`src/hw/rtl/lrs_pkg.sv`:
```
`timescale 1ns / 1ps
// ----------------------------------------------------------------------------
// Linear range scaler package
// Shared types, register codes and sizing constants for the range scaler.
// ----------------------------------------------------------------------------
package lrs_pkg;

  localparam int unsigned DataW    = 32;
  localparam int unsigned DzW      = 13;
  localparam int unsigned AddrW    = 5;
  localparam int unsigned JobqDepth = 2;
  localparam int unsigned JobqAw   = $clog2(JobqDepth);
  localparam int unsigned DivSteps = 32;
  localparam int unsigned DivCw    = $clog2(DivSteps);

  // Reset values of the range registers.
  localparam logic [DataW-1:0] InMaxReset  = DataW'(255);
  localparam logic [DataW-1:0] OutMaxReset = DataW'(255);

  typedef enum logic [2:0] {
    REG_IN_MIN    = 3'd0,
    REG_IN_MAX    = 3'd1,
    REG_OUT_MIN   = 3'd2,
    REG_OUT_MAX   = 3'd3,
    REG_DEAD_ZONE = 3'd4
  } reg_idx_e;

  typedef enum logic {
    FUNC_PUSH   = 1'b0,
    FUNC_ENABLE = 1'b1
  } func_e;

  typedef enum logic [2:0] {
    BK_IDLE,
    BK_MUL,
    BK_RND,
    BK_DIV,
    BK_POST
  } back_state_e;

  typedef struct packed {
    logic signed [DataW-1:0] in_min;
    logic signed [DataW-1:0] in_max;
    logic signed [DataW-1:0] out_min;
    logic signed [DataW-1:0] out_max;
    logic [DzW-1:0]          dead_zone;
  } lrs_cfg_t;

  // One scaling job: clamped input less in_min, as a 33-bit signed offset.
  typedef struct packed {
    logic signed [DataW:0] dx;
  } lrs_job_t;

endpackage

```
`src/hw/rtl/lrs_front.sv`:
```
`timescale 1ns / 1ps
// ----------------------------------------------------------------------------
// Range scaler front end
// Accepts items, applies enable items and clamps values to the input range.
// ----------------------------------------------------------------------------
module lrs_front import lrs_pkg::*; (
  input  logic              clk_i,
  input  logic              rst_ni,
  input  logic              push,
  output logic              full,
  input  logic              func_i,
  input  logic [DataW-1:0]  value_i,
  input  lrs_cfg_t          cfg_i,
  input  logic              q_full_i,
  output logic              q_wr_o,
  output lrs_job_t          q_job_o
);

  logic                    enabled_q, enabled_d;
  logic                    accept;
  logic signed [DataW-1:0] v_s;
  logic signed [DataW-1:0] lo, hi, v_c;

  assign full   = q_full_i;
  assign accept = push && !q_full_i;
  assign v_s    = $signed(value_i);

  always_comb begin
    enabled_d = enabled_q;
    if (accept && func_e'(func_i) == FUNC_ENABLE) begin
      enabled_d = (value_i != '0);
    end
  end

  always_ff @(posedge clk_i or negedge rst_ni) begin
    if (!rst_ni) begin
      enabled_q <= 1'b1;
    end else begin
      enabled_q <= enabled_d;
    end
  end

  always_comb begin
    lo  = (cfg_i.in_min < cfg_i.in_max) ? cfg_i.in_min : cfg_i.in_max;
    hi  = (cfg_i.in_min < cfg_i.in_max) ? cfg_i.in_max : cfg_i.in_min;
    v_c = v_s;
    if (v_s < lo) begin
      v_c = lo;
    end
    if (v_s > hi) begin
      v_c = hi;
    end
    q_job_o.dx = {v_c[DataW-1], v_c} - {cfg_i.in_min[DataW-1], cfg_i.in_min};
  end

  assign q_wr_o = accept && func_e'(func_i) == FUNC_PUSH && enabled_q;

endmodule

```
`src/hw/rtl/lrs_jobq.sv`:
```
`timescale 1ns / 1ps
// ----------------------------------------------------------------------------
// Range scaler job queue
// Short first-in first-out queue between the front end and the arithmetic.
// ----------------------------------------------------------------------------
module lrs_jobq import lrs_pkg::*; (
  input  logic     clk_i,
  input  logic     rst_ni,
  input  logic     wr_i,
  input  lrs_job_t wr_data_i,
  output logic     full_o,
  input  logic     rd_i,
  output lrs_job_t rd_data_o,
  output logic     empty_o
);

  lrs_job_t            mem_q [JobqDepth];
  logic [JobqAw-1:0]   wr_ptr_q, rd_ptr_q;
  logic [JobqAw:0]     count_q;
  logic                do_wr, do_rd;

  assign full_o    = (count_q == (JobqAw+1)'(JobqDepth));
  assign empty_o   = (count_q == '0);
  assign do_wr     = wr_i && !full_o;
  assign do_rd     = rd_i && !empty_o;
  assign rd_data_o = mem_q[rd_ptr_q];

  always_ff @(posedge clk_i) begin
    if (do_wr) begin
      mem_q[wr_ptr_q] <= wr_data_i;
    end
  end

  always_ff @(posedge clk_i or negedge rst_ni) begin
    if (!rst_ni) begin
      wr_ptr_q <= '0;
      rd_ptr_q <= '0;
      count_q  <= '0;
    end else begin
      if (do_wr) begin
        wr_ptr_q <= wr_ptr_q + JobqAw'(1);
      end
      if (do_rd) begin
        rd_ptr_q <= rd_ptr_q + JobqAw'(1);
      end
      if (do_wr && !do_rd) begin
        count_q <= count_q + (JobqAw+1)'(1);
      end else if (do_rd && !do_wr) begin
        count_q <= count_q - (JobqAw+1)'(1);
      end
    end
  end

endmodule

```
`src/hw/rtl/lrs_back.sv`:
```
`timescale 1ns / 1ps
// ----------------------------------------------------------------------------
// Range scaler back end
// Multiplies, divides with rounding, offsets, clamps and applies the dead zone.
// ----------------------------------------------------------------------------
module lrs_back import lrs_pkg::*; (
  input  logic              clk_i,
  input  logic              rst_ni,
  input  lrs_cfg_t          cfg_i,
  input  logic              job_valid_i,
  input  lrs_job_t          job_i,
  output logic              job_pop_o,
  input  logic              pop,
  output logic              empty,
  output logic [DataW-1:0]  result_o
);

  back_state_e             state_q, state_d;
  logic signed [DataW:0]   dx_q;
  logic [2*DataW-1:0]      prod_q;
  logic [DataW-1:0]        rem_q;
  logic [DataW-1:0]        quo_q;
  logic [DivCw-1:0]        cnt_q;
  logic                    neg_q;
  logic                    out_valid_q;
  logic [DataW-1:0]        result_q;

  logic signed [DataW:0]   span_s, dy_s, dx_neg;
  logic                    span_neg, dy_neg, span_zero;
  logic [DataW-1:0]        den, dy_mag, dx_mag;
  logic [2*DataW-1:0]      prod_w;
  logic [2*DataW:0]        rnd_sum;
  logic [DataW:0]          rem_sh, rem_diff;
  logic                    ge;
  logic signed [DataW+1:0] sq, sum34, olo34, ohi34;
  logic signed [DataW-1:0] olo, ohi, clamped;
  logic [DataW:0]          mag;
  logic [DataW-1:0]        final_w;
  logic                    slot_free, load_out;

  // Spans follow the registers; the user must keep them static while busy (unchecked).
  always_comb begin
    span_s    = {cfg_i.in_max[DataW-1], cfg_i.in_max} - {cfg_i.in_min[DataW-1], cfg_i.in_min};
    dy_s      = {cfg_i.out_max[DataW-1], cfg_i.out_max}
              - {cfg_i.out_min[DataW-1], cfg_i.out_min};
    span_neg  = span_s[DataW];
    dy_neg    = dy_s[DataW];
    span_zero = (span_s == '0);
    den       = span_neg ? DataW'(-span_s) : span_s[DataW-1:0];
    dy_mag    = dy_neg ? DataW'(-dy_s) : dy_s[DataW-1:0];
    dx_neg    = -dx_q;
    dx_mag    = dx_q[DataW] ? dx_neg[DataW-1:0] : dx_q[DataW-1:0];
    prod_w    = dx_mag * dy_mag;
    rnd_sum   = {1'b0, prod_q} + (2*DataW+1)'(den >> 1);
    rem_sh    = {rem_q, quo_q[DataW-1]};
    ge        = (rem_sh >= {1'b0, den});
    rem_diff  = rem_sh - {1'b0, den};
  end

  // Offset, clamp to the output range and dead zone; an empty input span gives out_min.
  always_comb begin
    olo     = (cfg_i.out_min < cfg_i.out_max) ? cfg_i.out_min : cfg_i.out_max;
    ohi     = (cfg_i.out_min < cfg_i.out_max) ? cfg_i.out_max : cfg_i.out_min;
    olo34   = (DataW+2)'(olo);
    ohi34   = (DataW+2)'(ohi);
    sq      = neg_q ? -$signed({2'b00, quo_q}) : $signed({2'b00, quo_q});
    sum34   = (DataW+2)'(cfg_i.out_min) + sq;
    if (sum34 < olo34) begin
      clamped = olo;
    end else if (sum34 > ohi34) begin
      clamped = ohi;
    end else begin
      clamped = sum34[DataW-1:0];
    end
    mag     = clamped[DataW-1] ? -{clamped[DataW-1], clamped} : {clamped[DataW-1], clamped};
    final_w = (mag < (DataW+1)'(cfg_i.dead_zone)) ? '0 : clamped;
    if (span_zero) begin
      final_w = cfg_i.out_min;
    end
  end

  assign slot_free = !out_valid_q || pop;

  always_comb begin
    state_d   = state_q;
    job_pop_o = 1'b0;
    load_out  = 1'b0;
    unique case (state_q)
      BK_IDLE: begin
        if (job_valid_i) begin
          job_pop_o = 1'b1;
          state_d   = BK_MUL;
        end
      end
      BK_MUL:  state_d = span_zero ? BK_POST : BK_RND;
      BK_RND:  state_d = BK_DIV;
      BK_DIV: begin
        if (cnt_q == '0) begin
          state_d = BK_POST;
        end
      end
      BK_POST: begin
        if (slot_free) begin
          load_out = 1'b1;
          state_d  = BK_IDLE;
        end
      end
      default: state_d = BK_IDLE;
    endcase
  end

  always_ff @(posedge clk_i or negedge rst_ni) begin
    if (!rst_ni) begin
      state_q     <= BK_IDLE;
      out_valid_q <= 1'b0;
    end else begin
      state_q <= state_d;
      if (load_out) begin
        out_valid_q <= 1'b1;
      end else if (pop) begin
        out_valid_q <= 1'b0;
      end
    end
  end

  always_ff @(posedge clk_i) begin
    case (state_q)
      BK_IDLE: begin
        if (job_valid_i) begin
          dx_q <= job_i.dx;
        end
      end
      BK_MUL: begin
        prod_q <= prod_w;
        neg_q  <= dx_q[DataW] ^ dy_neg ^ span_neg;
        quo_q  <= '0;
      end
      BK_RND: begin
        // The rounded quotient stays below 2^32, so the top dividend bits
        // already sit below the divisor.
        rem_q <= rnd_sum[2*DataW-1:DataW];
        quo_q <= rnd_sum[DataW-1:0];
        cnt_q <= DivCw'(DivSteps - 1);
      end
      BK_DIV: begin
        rem_q <= ge ? rem_diff[DataW-1:0] : rem_sh[DataW-1:0];
        quo_q <= {quo_q[DataW-2:0], ge};
        cnt_q <= cnt_q - DivCw'(1);
      end
      default: ;
    endcase
    if (load_out) begin
      result_q <= final_w;
    end
  end

  assign empty    = !out_valid_q;
  assign result_o = result_q;

  // The partial remainder always stays below the divisor.
  assert property (@(posedge clk_i) disable iff (!rst_ni)
    state_q == BK_DIV |-> rem_q < den)
    else $error("divider remainder not below span");

  // A rounded quotient never exceeds the output span.
  assert property (@(posedge clk_i) disable iff (!rst_ni)
    (state_q == BK_POST && !span_zero) |-> quo_q <= dy_mag)
    else $error("quotient exceeds output span");

  // A waiting result is neither lost nor altered until it is taken.
  assert property (@(posedge clk_i) disable iff (!rst_ni)
    (out_valid_q && !pop) |=> (out_valid_q && $stable(result_q)))
    else $error("waiting result dropped or changed");

  // A job is taken from the queue only when one is there.
  assert property (@(posedge clk_i) disable iff (!rst_ni)
    job_pop_o |=> state_q == BK_MUL && $past(job_valid_i))
    else $error("job popped from empty queue");

endmodule

```
`src/hw/rtl/linear_range_scaler_top.sv`:
```
`timescale 1ns / 1ps
// ----------------------------------------------------------------------------
// Linear range scaler
// Maps a signed value from a configured input range onto an output range.
// ----------------------------------------------------------------------------
// Usage
//   Items enter through a queue-like port: an item is taken when push is high
//   and full is low. An item with func_i set loads the enable flag from
//   value_i (nonzero enables) and yields no result; a push item while
//   disabled is dropped. Every other push item yields one result item.
//   Results leave through a queue-like port: result_o holds the oldest item
//   while empty is low, and it is taken when pop is high.
//   The front end clamps the value and places a job in a two-entry queue.
//   The back end takes one job at a time and steps through loading it, the
//   32 by 32 bit product, the rounding add, the bit-serial restoring divider
//   and a final step that offsets, clamps and applies the dead zone; it takes
//   no new job until its result has gone to the output register. An empty
//   input span skips the rounding add and the divider.
//   While the receiver stalls, the finished result waits in the output
//   register and the back end holds its next result; the front end keeps
//   taking items until the job queue is full.
//   Reset empties both queues, enables the block and loads the register
//   reset values. The range registers are written over the APB-style port
//   at byte addresses 0, 4, 8, 12 and 16; the user must write them only
//   while the block is idle, which the block itself does not enforce.
// ----------------------------------------------------------------------------
module linear_range_scaler_top import lrs_pkg::*; (
  input  logic              clk_i,
  input  logic              rst_ni,
  // item input
  input  logic              push,
  output logic              full,
  input  logic              func_i,
  input  logic [DataW-1:0]  value_i,
  // result output
  output logic              empty,
  input  logic              pop,
  output logic [DataW-1:0]  result_o,
  // configuration
  input  logic              psel,
  input  logic              penable,
  input  logic              pwrite,
  input  logic [AddrW-1:0]  paddr,
  input  logic [DataW-1:0]  pwdata,
  output logic [DataW-1:0]  prdata,
  output logic              pready
);

  lrs_cfg_t  cfg_q;
  reg_idx_e  reg_idx;
  logic      cfg_wr;
  logic      q_full, q_wr, q_empty, q_rd;
  lrs_job_t  q_wr_job, q_rd_job;

  // Configuration registers. Writes to addresses past the register list fall
  // through to the default arm and are ignored.
  assign pready  = 1'b1;
  assign reg_idx = reg_idx_e'(paddr[AddrW-1:2]);
  assign cfg_wr  = psel && penable && pwrite && pready;

  always_ff @(posedge clk_i or negedge rst_ni) begin
    if (!rst_ni) begin
      cfg_q.in_min    <= '0;
      cfg_q.in_max    <= InMaxReset;
      cfg_q.out_min   <= '0;
      cfg_q.out_max   <= OutMaxReset;
      cfg_q.dead_zone <= '0;
    end else if (cfg_wr) begin
      unique case (reg_idx)
        REG_IN_MIN:    cfg_q.in_min    <= pwdata;
        REG_IN_MAX:    cfg_q.in_max    <= pwdata;
        REG_OUT_MIN:   cfg_q.out_min   <= pwdata;
        REG_OUT_MAX:   cfg_q.out_max   <= pwdata;
        REG_DEAD_ZONE: cfg_q.dead_zone <= pwdata[DzW-1:0];
        default: ;
      endcase
    end
  end

  // Register read-back; unused addresses read as zero.
  always_comb begin
    unique case (reg_idx)
      REG_IN_MIN:    prdata = cfg_q.in_min;
      REG_IN_MAX:    prdata = cfg_q.in_max;
      REG_OUT_MIN:   prdata = cfg_q.out_min;
      REG_OUT_MAX:   prdata = cfg_q.out_max;
      REG_DEAD_ZONE: prdata = DataW'(cfg_q.dead_zone);
      default:       prdata = '0;
    endcase
  end

  // Front end: takes items, tracks the enable flag and clamps the value.
  lrs_front u_front (
    .clk_i    (clk_i),
    .rst_ni   (rst_ni),
    .push     (push),
    .full     (full),
    .func_i   (func_i),
    .value_i  (value_i),
    .cfg_i    (cfg_q),
    .q_full_i (q_full),
    .q_wr_o   (q_wr),
    .q_job_o  (q_wr_job)
  );

  // Job queue between the two halves, so each can stall on its own.
  lrs_jobq u_jobq (
    .clk_i     (clk_i),
    .rst_ni    (rst_ni),
    .wr_i      (q_wr),
    .wr_data_i (q_wr_job),
    .full_o    (q_full),
    .rd_i      (q_rd),
    .rd_data_o (q_rd_job),
    .empty_o   (q_empty)
  );

  // Back end: multiply, divide with rounding, offset, clamp and dead zone.
  lrs_back u_back (
    .clk_i       (clk_i),
    .rst_ni      (rst_ni),
    .cfg_i       (cfg_q),
    .job_valid_i (!q_empty),
    .job_i       (q_rd_job),
    .job_pop_o   (q_rd),
    .pop         (pop),
    .empty       (empty),
    .result_o    (result_o)
  );

endmodule

```
`config.mk`:
```
export PLATFORM = sky130hd
export DESIGN_NAME = linear_range_scaler_top
export DESIGN_NICKNAME = d
export VERILOG_FILES = /design/src/hw/rtl/lrs_pkg.sv /design/src/hw/rtl/lrs_front.sv /design/src/hw/rtl/lrs_jobq.sv /design/src/hw/rtl/lrs_back.sv /design/src/hw/rtl/linear_range_scaler_top.sv
export SDC_FILE = /design/constraint.sdc
export NUM_CORES = 2
export LEC_CHECK = 0
export BUFFER_PORTS_ARGS = -buffer_cell sky130_fd_sc_hd__buf_2
export CAP_MARGIN = 25
export CORE_ASPECT_RATIO = 0.75
export CORE_UTILIZATION = 60
export DETAILED_ROUTE_END_ITERATION = 8
export HOLD_SLACK_MARGIN = 0.1
export PLACE_DENSITY = 0.87
export SLEW_MARGIN = 15
export SYNTH_ARGS = -nofsm -noshare
export SYNTH_HDL_FRONTEND = slang
export SYNTH_HIERARCHICAL = 1
export SYNTH_SLANG_ARGS = --single-unit
```
`constraint.sdc`:
```
create_clock -name clk_i -period 15.2 [get_ports clk_i]
set_clock_uncertainty 0.1 [all_clocks]
set_input_delay 2.28 -clock clk_i [delete_from_list [all_inputs] [get_ports clk_i]]
set_output_delay 2.28 -clock clk_i [all_outputs]
set_load 0.005 [all_outputs]
```
* Word level (Yosys, flattened, before mapping)
Memories as Yosys holds them, arrays and structs flattened. A register that Yosys moved wholly into a read port is not among the register bits. Index checks and enable logic that the tools add are counted.
Operators by class: $add $sub $neg 16, multiply operators 1, divide/modulo/power cells 0, magnitude comparators 8, eq/ne operators 12, shift-type cells 0, mux-type cells 35, bitwise logic cells 4, reduce and logical (&&, ||, !) cells 33
Operators by type and width (number):
- $mux W32 | 14
- $pmux W32 S5 | 1
- $sub A32 B32 Y33 | 3
- $lt A32 B32 Y1 | 3
- $neg A32 Y32 | 3
- $pmux W32 S3 | 1
- $add A64 B31 Y64 | 1
- $mul A32 B32 Y64 | 1
- $pmux W32 S2 | 1
- $add A32 B34 Y34 | 1
- $gt A34 B32 Y1 | 1
- $lt A34 B32 Y1 | 1
- $mux W34 | 1
- $neg A32 Y34 | 1
- $ge A33 B32 Y1 | 1
- $logic_not A33 Y1 | 1
- $lt A33 B13 Y1 | 1
- $mux W33 | 1
- $neg A33 Y33 | 1
- $gt A32 B32 Y1 | 1
- $reduce_bool A32 Y1 | 1
- $sub A32 B32 Y32 | 1
- $pmux W3 S5 | 1
- $eq A3 B2 Y1 const B | 4
- 25 further kinds | 63
Word-level totals: bits in registers 316, bits in latches 0, RAM bits 66, ROM bits 0, input port bits 77, output and inout port bits 67, memories 1
Memories:
- u_jobq.mem_q | words 2, bits a word 33, read ports 1, clocked after memory_dff 1, write ports 1, line lrs_jobq.sv:17 | lrs_job_t mem_q [JobqDepth];

* Depth between registers and ports, before layout
depth after elaboration 11, mapped depth 55, mapped depth without buffers 50

* By module
The synthesis kept the hierarchy.
Modules (own cells, without submodules):
- lrs_back | instances 1, cells an instance 6666, area an instance 56329.0 µm², sequential area each 6075.8 µm²
- linear_range_scaler_top | instances 1, cells an instance 417, area an instance 6502.5 µm², sequential area each 3548.4 µm²
- lrs_front | instances 1, cells an instance 803, area an instance 5476.5 µm², sequential area each 26.3 µm²
- lrs_jobq | instances 1, cells an instance 122, area an instance 2730.1 µm², sequential area each 2082.0 µm²

* Least setup slack after synthesis
OpenSTA, ideal clock, no wires.
kind reg2reg, start point reg cfg_q[13] (netlist bit), end point reg u_back.prod_q[62] (data pin), library setup time 0.258 ns, arrival 11.468 ns, path slack 3.375 ns, cell stages (with the launch flop) 48, cell sequence dfstp_2 -> inv_1 -> ha_1 -> fa_1 -> nor2b_1 -> o21a_1 -> o211ai_1 -> a21boi_0 -> o21ai_1 -> a21boi_0 -> o21ai_1 -> a211oi_1 -> o21ai_0 -> a311oi_1 -> nor2_1 -> nor2_1 -> o31a_1 -> clkbuf_1 -> [12 not listed] -> fa_1 -> fa_1 -> fa_1 -> ha_1 -> clkbuf_1 -> nand4_1 -> or4_1 -> o21bai_1 -> a21oi_1 -> o31ai_1 -> a31oi_1 -> o31ai_1 -> o21ai_0 -> a21oi_1 -> nor2_1 -> o21ai_0 -> a21oi_1 -> xnor2_1
On the way: word-level cells in the longest chain between the ends 4
Ends and longest elaborated chain:
- from (decl) | line linear_range_scaler_top.sv:49 | lrs_cfg_t cfg_q;
- $sub A32 B32 Y33 (*) | line lrs_back.sv:45 | - {cfg_i.out_min[DataW-1], cfg_i.out_min};
- $neg A32 Y32 | line lrs_back.sv:50 | dy_mag = dy_neg ? DataW'(-dy_s) : dy_s[DataW-1:0];
- $mux W32 (*) | line lrs_back.sv:50
- $mul A32 B32 Y64 (*) | line lrs_back.sv:53 | prod_w = dx_mag * dy_mag;
- via u_back.prod_w[62] | line lrs_back.sv:31 | logic [2*DataW-1:0] prod_w;
- to (signal assigned) | line lrs_back.sv:134 | prod_q <= prod_w;
- to (decl) | line lrs_back.sv:20 | logic [2*DataW-1:0] prod_q;
The timed path passes the listed nets; every way through them passes the cells marked *. A chain may end at the register's enable or synchronous reset.

* Worst setup path in the final report
start point reg cfg_q[46] (netlist bit), end point reg u_back.prod_q[63] (data pin)
Same word-level chain as after synthesis.

==> flow_summary.toml <==
[status]
status = "finished clean"

[setup_path]
startpoint_type = "flip-flop"
critPathMostFrequentCell = "fa_1"
cp_slowest_cell = "xnor2_1"
critPathMaxStageDelay_ns = 0.96
critical_path_class = "reg2reg"
reg2reg_slack_ns = 0.42
reg2reg_depth = 43
crit_arrival_ns = 15.03
crit_cells = 43
r2r_start = "cfg_q[46]"
cp_max_fo = 9
critPathCaptureType = "flip-flop"
critical-path-top-delay-family = "adder cells"
path_buf_inv = 3
startpoint = "cfg_q[46]"
cp-endpoint = "u_back/prod_q[63]"
required_ns = 15.45
r2r-end = "u_back/prod_q[63]"

[global_routing]
grt_pass1_vias = 60580
grt_max_degree = 99
grt_usage_pct = 43.40
grt_pass1_wl_um = 382500
antenna_found_initial = 16
grt_overflow = 0

[floorplanning]
die_w_um = 399.3
pin_count = 144
die_h_um = 300.0
die-area_um2 = 119800
core_area_um2 = 116500
initial_utilization_pct = 60.99
num_rows = 108

[sta]
grt_setup_unrepaired = "no"
tightestPinTransition_ns = 1.216
tns_ns = 0
setup_violations = 0
slew_headroom_pct = 18.34
layout_min_cycle_time_ns = 14.78
max_freq_ghz = 0.06766
period_share_pct = 97.23
report.final.slew_viol_count = 0
hold_viol_final = 0
fin_ws_ns = 0.4208

[worst_hold_path]
hold_depth = 2
hp-start = "u_front/enabled_q"
min-delay-path-class = "reg2reg"

[layout]
layout-drive-gt1-share_pct = 10.04
multiInputGateArea_um2 = 53830
ff_latch_area_um2 = 11740
syn_to_final_growth_pct = 7.096
nNetsFinal = 9693
instances_no_fill = 9660
fillers = 9522
utilization_pct = 65.31

[placed_design]
dp_slack_ns = 1.049
gp_congestion = 1.090
placed_cells = 9567
hpwl_um = 210200
portBuffers = 140

[logic_synthesis]
synth_top_area_cell = "fa_1"
syn_inst = 8008
postSynthAreaPerCell_um2 = 8.871
synth_common_cells = "1264 x inv_1, 902 x fa_1, 831 x nand2_1"
yosysUniqueCellTypes = 106
yosys_register_bits = 415
ys.warnings.count = 6
ys.flop_type = "edfxtp_1"
synth.top_cell.area_share_pct = 25.42
synthArstFlopShare_pct = 36.14
syn_nets = 9623
ys_seq_area_share_pct = 16.52
synth_edf_count = 265
syn_area_um2 = 71040
synth.most_common_cell = "inv_1"
synthTopCellsByArea = "fa_1 25%, edfxtp_1 11%, ha_1 11%, inv_1 6.7%, dfrtp_1 4.7%"

[routing]
first_iter_violations = 8681
drt-pass1-iter-count = 7
via_count = 62430
ant_nets = 0
avgViaCountPerCell = 6.463
wl_um = 261100
drc = 0
wl_per_cell_um = 27.03

[clock_network]
htree_levels = 2
cts_tree = "yes"
clock_path_buffers = 3
ctsHoldBuffers = 0
cts_resized = 0
cts_sinks = 415
cts_setup_buffers = 0
cts_root_buffer = "clkbuf_16"
clkLatencyLatePin_ns = 0.62
path_clk_slew_ns = 0.07
cts_buffers = 41

[run]
maxCapViolCount = 0
state kept, by name, indices dropped and copies added (netlist names):
register            flops
cfg_q                 141
u_jobq/mem_q           66
u_back/prod_q          64
u_back/dx_q            33
u_back/quo_q           32
u_back/rem_q           32
u_back/result_o        32
u_back/cnt_q            5
u_back/state_q          3
u_jobq/count_q          2
u_back/neg_q            1
u_back/out_valid_q      1
u_front/enabled_q       1
u_jobq/rd_ptr_q         1
u_jobq/wr_ptr_q         1
worst min-delay path by stage:
| stage | to | slack [ns] |
|---|---|---|
| global route | u_jobq/wr_ptr_q | 0.43 |
| CTS | u_front/enabled_q | 0.40 |
| floorplan | u_front/enabled_q | 0.35 |
| detailed placement | u_front/enabled_q | 0.39 |
| global placement | u_front/enabled_q | 0.37 |
| finish | u_front/enabled_q | 0.40 |
per-stage QoR:
stage / hold WS (ns) / instance area (um^2)
6_report: 0.3990 / 76080
5_1_grt: 0.4332 / 76060
4_1_cts: 0.3979 / 75960
3_5_place_dp: 0.3893 / 74500
3_3_place_gp: 0.3653 / 74470
2_1_floorplan: 0.3543 / 71040
cells by family after synthesis:
| family | after synthesis | share of synthesized area [%] |
|---|---|---|
| xor gates and xnor gates | 432 | 5.337 |
| adders and majority gates | 1538 | 36.62 |
| and+or+nand+nor | 2417 | 15.51 |
| AOI/OAI and AO/OA | 1310 | 11.99 |
| other | 1 | 0.005279 |
| muxes | 306 | 5.326 |
| DFF | 415 | 16.52 |
| buffers and inverters | 1589 | 8.690 |
worst reg2reg max path, delay by kind of cell, from the launching register on:
family | cells | cell delay, ns
buf+inv | 3 | 0.34
xor+xnor | 2 | 1.12
compound gates | 14 | 3.70
simple gates | 14 | 3.84
flops | 1 | 0.65
fa+ha+maj | 10 | 4.79
area by class of cell:
type	count	area share, %
flip-flops and latches	415	15.42
clock buffers	52	1.498
diodes	10	0.03289
well taps	1540	2.533
multi-input cells	6004	70.76
inverters	1265	6.241
repair buffers	351	3.090
clock inverters	23	0.4243
routing by layer:
metal  share of wire, %  track usage [%]
met5               0.10                0
met4                4.3            15.38
met3                 17            19.47
met2                 39            58.46
met1                 39            61.20
placed cells by master, fill, tap and decap left out, types with 149 or more instances in the layout:
cell / Yosys / final
edfxtp_1: 265 / 265
nor2_1: 821 / 817
xnor2_1: 279 / 239
buf_4: 8 / 202
ha_1: 636 / 636
mux2_2: 149 / 149
inv_1: 1264 / 1264
o21ai_0: 229 / 227
a21oi_1: 422 / 421
fa_1: 902 / 902
nand2_1: 831 / 831
Power is left out: the tool's default activity adds up to more than one toggle a clock period on the data nets, which glitch-free logic cannot reach.
